[config.mk]
export PLATFORM = sky130hd
export DESIGN_NAME = utf8_stream_decoder_unit
export DESIGN_NICKNAME = d
export VERILOG_FILES = /design/src/hw/rtl/utf8d_pkg.sv /design/src/hw/rtl/utf8d_decode.sv /design/src/hw/rtl/utf8_stream_decoder_unit.sv
export SDC_FILE = /design/constraint.sdc
export NUM_CORES = 1
export LEC_CHECK = 0
export BUFFER_PORTS_ARGS = -buffer_cell sky130_fd_sc_hd__clkbuf_2
export CAP_MARGIN = 20
export CORE_UTILIZATION = 35
export DETAILED_ROUTE_END_ITERATION = 10
export GPL_TIMING_DRIVEN = 0
export PLACE_DENSITY = 0.62
export SLEW_MARGIN = 25
export SYNTH_ARGS = -nofsm -noshare
export SYNTH_HDL_FRONTEND = slang
export SYNTH_HIERARCHICAL = 1
export SYNTH_SLANG_ARGS = --single-unit
[constraint.sdc]
create_clock -name i_clk -period 5.6 [get_ports i_clk]
set_input_delay 0.28 -clock i_clk [delete_from_list [all_inputs] [get_ports i_clk]]
set_output_delay 0.28 -clock i_clk [all_outputs]
set_load 0.01 [all_outputs]
[src/hw/rtl/utf8d_pkg.sv]
// Shared types, constants and helper functions of the UTF-8 stream decoder.
package utf8d_pkg;

    localparam int unsigned CP_W  = 21;
    localparam int unsigned CNT_W = 3;

    localparam logic [CP_W-1:0]  BAD_CP       = 21'd63;
    localparam logic [CP_W-1:0]  MIN_CP_LEN2  = 21'h00080;
    localparam logic [CP_W-1:0]  MIN_CP_LEN3  = 21'h00800;
    localparam logic [CP_W-1:0]  MIN_CP_LEN4  = 21'h10000;
    localparam logic [CP_W-1:0]  SURR_LO      = 21'h0D800;
    localparam logic [CP_W-1:0]  SURR_HI      = 21'h0DFFF;
    localparam logic [CP_W-1:0]  MAX_CP       = 21'h10FFFF;

    localparam logic [CNT_W-1:0] LEN_NONE = 3'd0;
    localparam logic [CNT_W-1:0] LEN_1    = 3'd1;
    localparam logic [CNT_W-1:0] LEN_2    = 3'd2;
    localparam logic [CNT_W-1:0] LEN_3    = 3'd3;
    localparam logic [CNT_W-1:0] LEN_4    = 3'd4;

    // Decoder state carried from word to word
    typedef struct packed {
        logic [CNT_W-1:0] exp_len;
        logic [CNT_W-1:0] rx_cnt;
        logic [CP_W-1:0]  partial;
    } t_seq_state;

    // Results released by one word: n_bad one-byte '?' results, then the main result
    typedef struct packed {
        logic [CNT_W-1:0] n_bad;
        logic             main_v;
        logic [CP_W-1:0]  main_cp;
        logic [CNT_W-1:0] main_cnt;
    } t_results;

    function automatic logic [CP_W-1:0] checked_value(input logic [CP_W-1:0]  v,
                                                      input logic [CNT_W-1:0] len);
        logic bad;
        bad = 1'b0;
        if (len == LEN_2 && v < MIN_CP_LEN2) begin
            bad = 1'b1;
        end
        if (len == LEN_3 && (v < MIN_CP_LEN3 || (v >= SURR_LO && v <= SURR_HI))) begin
            bad = 1'b1;
        end
        if (len == LEN_4 && (v < MIN_CP_LEN4 || v > MAX_CP)) begin
            bad = 1'b1;
        end
        return bad ? BAD_CP : v;
    endfunction

    function automatic logic [CNT_W-1:0] sat3(input logic [CNT_W-1:0] c);
        return (c > LEN_3) ? LEN_3 : c;
    endfunction

endpackage

[src/hw/rtl/utf8d_decode.sv]
// Combinational step of the decoder: one word against the current sequence state.
module utf8d_decode (
    input  logic [7:0]             i_byte,
    input  logic                   i_eot,
    input  utf8d_pkg::t_seq_state  i_state,
    output utf8d_pkg::t_seq_state  o_state,
    output utf8d_pkg::t_results    o_res
);
    import utf8d_pkg::*;

    logic             cont;
    logic [CNT_W-1:0] rc_inc;
    logic [CP_W-1:0]  pv_shift;
    logic [CNT_W-1:0] pre_bad;
    logic             opened;

    assign cont     = (i_byte[7:6] == 2'b10);
    assign rc_inc   = i_state.rx_cnt + LEN_1;
    assign pv_shift = {i_state.partial[CP_W-7:0], i_byte[5:0]};

    always_comb begin
        o_state = i_state;
        o_res   = '0;
        pre_bad = '0;
        opened  = 1'b0;
        if (i_state.exp_len != LEN_NONE && cont) begin
            o_state.rx_cnt  = rc_inc;
            o_state.partial = pv_shift;
            if (rc_inc >= i_state.exp_len) begin
                o_res.main_v   = 1'b1;
                o_res.main_cp  = checked_value(pv_shift, i_state.exp_len);
                o_res.main_cnt = i_state.exp_len;
                o_state        = '0;
            end else if (i_eot) begin
                o_res.n_bad = sat3(rc_inc);
                o_state     = '0;
            end
        end else begin
            // drop any open sequence, one '?' per pending byte
            if (i_state.exp_len != LEN_NONE) begin
                pre_bad = sat3(i_state.rx_cnt);
            end
            o_state = '0;
            priority if (!i_byte[7]) begin
                o_res.main_v   = 1'b1;
                o_res.main_cp  = {13'd0, i_byte};
                o_res.main_cnt = LEN_1;
            end else if (i_byte[7:5] == 3'b110) begin
                opened          = 1'b1;
                o_state.exp_len = LEN_2;
                o_state.rx_cnt  = LEN_1;
                o_state.partial = {16'd0, i_byte[4:0]};
            end else if (i_byte[7:4] == 4'b1110) begin
                opened          = 1'b1;
                o_state.exp_len = LEN_3;
                o_state.rx_cnt  = LEN_1;
                o_state.partial = {17'd0, i_byte[3:0]};
            end else if (i_byte[7:3] == 5'b11110) begin
                opened          = 1'b1;
                o_state.exp_len = LEN_4;
                o_state.rx_cnt  = LEN_1;
                o_state.partial = {18'd0, i_byte[2:0]};
            end else begin
                o_res.main_v   = 1'b1;
                o_res.main_cp  = BAD_CP;
                o_res.main_cnt = LEN_1;
            end
            o_res.n_bad = pre_bad;
            // a lead on the final word is flushed at once
            if (i_eot && opened) begin
                o_res.n_bad = pre_bad + LEN_1;
                o_state     = '0;
            end
        end
    end

endmodule

[src/hw/rtl/utf8_stream_decoder_unit.sv]
// Top level of the UTF-8 stream decoder: input register, decode step, result buffer.
// A word is taken into an input register, decoded against the open sequence in one pass
// and moved into a result buffer that releases up to four code points, one per cycle
// while i_ready is high. Words that complete a sequence or are plain ASCII run back to
// back at one per cycle unless the output stalls; a word that opens or extends a sequence
// gives no result. A broken sequence, or an open one on the final word, releases one '?'
// per pending byte before any new result, so a word can leave up to four results in the
// result buffer; the input register keeps taking one further word during that time.
module utf8_stream_decoder_unit (
    input  logic                      i_clk,
    input  logic                      i_rst_n,
    input  logic                      i_valid,
    output logic                      o_ready,
    input  logic [7:0]                i_in_byte,
    input  logic                      i_end_of_text,
    output logic                      o_valid,
    input  logic                      i_ready,
    output logic [utf8d_pkg::CP_W-1:0]  o_code_point,
    output logic [utf8d_pkg::CNT_W-1:0] o_byte_count,
    output logic                      o_run_last
);
    import utf8d_pkg::*;

    logic             r_in_v;
    logic [7:0]       r_in_byte;
    logic             r_in_eot;
    t_seq_state       r_state;
    t_seq_state       n_state;
    t_results         dec_res;
    logic [CNT_W-1:0] r_n_bad;
    logic             r_main_v;
    logic [CP_W-1:0]  r_main_cp;
    logic [CNT_W-1:0] r_main_cnt;
    logic             buf_empty;
    logic             buf_last;
    logic             out_fire;
    logic             xfer;

    utf8d_decode u_decode (
        .i_byte  (r_in_byte),
        .i_eot   (r_in_eot),
        .i_state (r_state),
        .o_state (n_state),
        .o_res   (dec_res)
    );

    assign buf_empty = (r_n_bad == LEN_NONE) && !r_main_v;
    assign buf_last  = (r_n_bad == LEN_1 && !r_main_v) || (r_n_bad == LEN_NONE && r_main_v);
    assign out_fire  = o_valid && i_ready;
    // advance the held word once the buffer drains this cycle
    assign xfer      = r_in_v && (buf_empty || (out_fire && buf_last));
    assign o_ready   = !r_in_v || xfer;

    assign o_valid      = !buf_empty;
    assign o_code_point = (r_n_bad != LEN_NONE) ? BAD_CP : r_main_cp;
    assign o_byte_count = (r_n_bad != LEN_NONE) ? LEN_1 : r_main_cnt;
    assign o_run_last   = buf_last;

    always_ff @(posedge i_clk) begin
        if (!i_rst_n) begin
            r_in_v <= 1'b0;
        end else if (i_valid && o_ready) begin
            r_in_v <= 1'b1;
        end else if (xfer) begin
            r_in_v <= 1'b0;
        end
    end

    always_ff @(posedge i_clk) begin
        if (i_valid && o_ready) begin
            r_in_byte <= i_in_byte;
            r_in_eot  <= i_end_of_text;
        end
    end

    always_ff @(posedge i_clk) begin
        if (!i_rst_n) begin
            r_state  <= '0;
            r_n_bad  <= '0;
            r_main_v <= 1'b0;
        end else if (xfer) begin
            r_state  <= n_state;
            r_n_bad  <= dec_res.n_bad;
            r_main_v <= dec_res.main_v;
        end else if (out_fire) begin
            if (r_n_bad != LEN_NONE) begin
                r_n_bad <= r_n_bad - LEN_1;
            end else begin
                r_main_v <= 1'b0;
            end
        end
    end

    always_ff @(posedge i_clk) begin
        if (xfer) begin
            r_main_cp  <= dec_res.main_cp;
            r_main_cnt <= dec_res.main_cnt;
        end
    end

endmodule

[After elaboration in Yosys (flattened, before gate mapping)]
Cells that the tools add are included.
Storage, ports and cells
  register bits after elaboration: 59
  bits in latches: 0
  bits in writable memories: 0
  bits in read-only memories: 0
  bits of input ports: 13
  logic and storage cells: 104
  memories kept: 0
Operators by class
  add/subtract/negate cells: 3
  multipliers: 0
  divide/modulo/power cells: 0
  magnitude comparators: 9
  equality and inequality tests: 10
  shifts and indexed selects: 0
  multiplexer cells: 42
  bitwise gates (word level): 0
  reduce and logical (&&, ||, !) cells: 30
Operators by type and width (count)
  27-bit 2-to-1 mux: 8
  25-bit 2-to-1 mux: 5
  21-bit 2-to-1 mux: 2
  3-bit 2-to-1 mux: 11
  28-bit 2-to-1 mux: 1
  21-bit by 16-bit greater-or-equal comparator with 1-bit output (second input constant): 1
  21-bit > comparator (second input constant): 1
  21-bit by 16-bit <= comparator with 1-bit output (second input constant): 1
  21-bit by 12-bit < comparator with 1-bit output (second input constant): 1
  21-bit by 17-bit < comparator with 1-bit output (second input constant): 1
  21-bit by 8-bit < comparator with 1-bit output (second input constant): 1
  1-bit 2-to-1 mux: 15
  1-bit logical AND: 13
  3-bit by 1-bit adder with 3-bit output (second input constant): 2
  3-bit by 2-bit == test with 1-bit output (second input constant): 2
  3-bit == test (second input constant): 2
  3-bit by 2-bit > comparator with 1-bit output (second input constant): 2
  2-bit AND reduction: 3
  2-bit nonzero test: 3
  3-bit nonzero test: 2
  5-bit == test (second input constant): 1
  1-bit logical OR: 5
  4-bit == test (second input constant): 1
  3-bit by 1-bit == test with 1-bit output (second input constant): 1
  other kinds (7): 9

[Depth between registers and ports, before layout]
  word-level depth: 12
  mapped depth: 12
  mapped depth without buffers: 10

[Cells and area by module]
Netlist, hierarchy kept.
By module, submodules not included
  utf8_stream_decoder_unit: times used 1, cells an instance 191, area an instance 2471.1 um^2, seq. area each 1631.6 um^2
  utf8d_decode: times used 1, cells an instance 151, area an instance 905.9 um^2, seq. area each 0.0 um^2

[Worst setup path after synthesis]
No wires, ideal clock.
  path kind: register -> register
  start: register r_state[21] (netlist bit)
  end: register r_state[15] (netlist name)
  setup time: 0.065 ns
  arrival: 2.298 ns
  slack: 3.237 ns
  cell stages (with the launch flop): 13
  path buffers: 2
  period minus slack after synthesis: 2.363 ns
  path through: dfxtp_1 > ha_1 > ha_1 > inv_1 > ha_1 > a21oi_1 > o21ai_1 > or3_1 > buf_2 > buf_2 > nor2_1 > mux2i_1 > nor2_1
RTL lines
  start: declaration: RTL line utf8_stream_decoder_unit.sv:27  | t_seq_state r_state;
  start signal: assignment: RTL line utf8_stream_decoder_unit.sv:82  | r_state <= n_state;

==> impl_metrics.yaml <==
outcome:
  outcome: "complete, no violations"
worst_setup_path:
  crit_type: "flip-flop to flip-flop"
  path_cells: "ha_1 > ha_1 > inv_1 > ha_1 > nand2_1 > o21ai_1 > or3_1 > buf_2 > buf_2 > nor2_1 > mux2i_1 > nor2_1"
  critPathLaunchType: "flip-flop"
  worstPathMaxFanout: 10
  worstReg2RegEnd: "r_state[22]"
  timing.critical_path.arrival_ns: 2.88
  crit-reg2reg-launch: "r_state[21]"
  critPathMaxStageDelay_ns: 0.40
  cp_num_cells: 12
  critPathCaptureType: "flip-flop"
  worst-r2r-setup-slack_ns: 2.93
  cp.buffers_inverters: 3
  data_required_time_of_the_critical_path_ns: 5.81
  worst-r2r-cell-count: 12
  worst_path_dominant_cell_family: "adder cells"
  crit_path_frequent_cell: "ha_1"
  critical-path-slowest-cell: "o21ai_1"
floorplan:
  die_width_um: 96.90
  fp.dieArea_um2: 9389
  core_footprint_um2: 8721
  initial_core_util_pct: 36.14
  fp.dieH_um: 96.90
  io_pins: 40
  placement_rows: 34
min_path:
  holdCritStartpoint: "i_in_byte[6]"
  worst_hold_path.endpoint: "r_in_byte[6]"
  hold_depth: 1
  hp-class: "input port to flip-flop"
global_route:
  pin_count_of_the_biggest_net_entering_global_routing: 29
  grt_pass1_wl_um: 11380
  number_of_antenna_violations_at_the_first_check_in_global_routing: 0
  grt_pass1_vias: 2373
  grt_use_total_pct: 15.28
  grt_remaining_overflow: 0
clock_network:
  cts_tree: "yes"
  worst_skew_pair.late_latency_ns: 0.34
  cts.clk_slew.worst_paths_ns: 0.07
  postCtsSetupRepairBufs: 0
  cts-root-to-sink-buffers: 2
  cts_buffers: 9
  cts_resized: 0
  tritoncts_num_sinks: 59
  cts_root_buf: "clkbuf_8"
  cts_max_level: 3
  cts_hold_buffers: 0
routing:
  vias: 2439
  postRouteWirelength_um: 6658
  detail-route-antenna-nets: 0
  drt_first_pass_iters: 4
  routed_wire_length_per_instance_um: 13.84
  dr_iter_0_viols: 111
  remaining_drc_errors: 0
  vias_per_cell: 5.071
final_layout:
  finalNetCount: 391
  drive_above_1_share_pct: 19.30
  num-fill-cells: 856
  layout.area.seq_um2: 1511
  postLayoutCellArea_um2: 3691
  layout.cells.most_common: "clkbuf_2"
  diodes: 0
  area.growth.synth_to_final_pct: 17.11
  multi_input_area_um2: 1430
  layout_common_cells: "39 x clkbuf_2, 35 x nor2_1, 33 x edfxtp_1"
logic_synthesis:
  warnings_from_yosys: 6
  synth_nets: 341
  synthesis.area_per_instance_um2: 9.911
  synthCells: 318
  syn-cell-area_um2: 3152
placed_design:
  placed_area_um2: 3482
  pre_cts_ws_ns: 2.924
  routabilityCongestion: 0.8295
  place_hpwl_um: 4976
  port_buffer_count: 39
sta:
  worstMarginPinSlew_ns: 0.5608
  final_worst_slack_ns: 2.932
  final_critical_period_ns: 2.668
  report.final.slew_viol_count: 0
  hold_viol_final: 0
  period_share_pct: 47.65
  max_freq_mhz: 374.8
  final.setup_skew_ns: 0.01204
  timing.final.setup_violations: 0
  tns_ns: 0
  rsz_0062_raised_after_global_routing: "no"
  relSlewSlack_pct: 62.45
job:
  timing.max_cap.violations: 0
power:
  cellPowerDensity_nw_per_um2: 409.4
  vdd_drop_max_mv: 0.1251
  total_leakage_power_nw: 1.393
[worst reg2reg max path, cell delays in order (launching register included)]
cell and delay (ns):
dfxtp_1 0.36, ha_1 0.22, ha_1 0.35, inv_1 0.06, ha_1 0.29, nand2_1 0.05
o21ai_1 0.40, or3_1 0.18, buf_2 0.22, buf_2 0.19, nor2_1 0.05, mux2i_1 0.14
nor2_1 0.05
[state kept, by name, summed over array words and instances, names as in the netlist]
| signal | cells |
|---|---|
| r_main_cp | 21 |
| r_in_v | 1 |
| r_main_cnt | 3 |
| r_in_byte | 8 |
| r_main_v | 1 |
| r_in_eot | 1 |
| r_n_bad | 3 |
| r_state | 21 |
[where the power goes]
part	internal (W)	total, W	switching, W
combinational	0.000224	0.000533	0.000309
sequential	0.000530	0.000562	0.0000325
clock	0.000249	0.000416	0.000167
total	0.00100	0.00151	0.000508
[area by class of cell]
| type | instances | share of cell area, % |
|---|---|---|
| multi-input combinational | 212 | 38.75 |
| timing repair buffer | 39 | 5.288 |
| tap | 108 | 3.661 |
| clock buffer | 11 | 3.559 |
| clock inverter | 5 | 2.102 |
| sequential | 59 | 40.95 |
| buffer | 17 | 2.644 |
| inverter | 30 | 3.051 |
[per-stage QoR]
step / power (W) / utilization (%) / hold WS, ns / std cells
floorplan: 0.0009335 / - / 0.3789 / 318
global placement: 0.001102 / 39.93 / 0.4516 / 465
detailed placement: 0.001116 / 39.93 / 0.4596 / 465
CTS: 0.001533 / 42.32 / 0.1034 / 481
global route: 0.001615 / 42.32 / 0.09702 / 481
finish: 0.001511 / 42.32 / 0.1134 / 481
[worst max path at each step]
stage | from | end
CTS | r_state[21] | r_state[22]
floorplan | r_state[21] | r_state[22]
detailed placement | r_state[21] | r_state[22]
finish | r_state[21] | r_state[22]
global placement | r_state[21] | r_state[23]
global route | r_state[21] | r_state[22]
[routing by layer]
layer / GRT usage, % / vias up / routed length, µm
met1: 19.70 / 1158 / 3104
li1: - / 1214 / -
met2: 24.70 / 60 / 3122
met5: 0 / - / 0
met4: 5.166 / 0 / 102
met3: 4.118 / 7 / 328
Note: power is estimated with default switching activity, not from simulation.
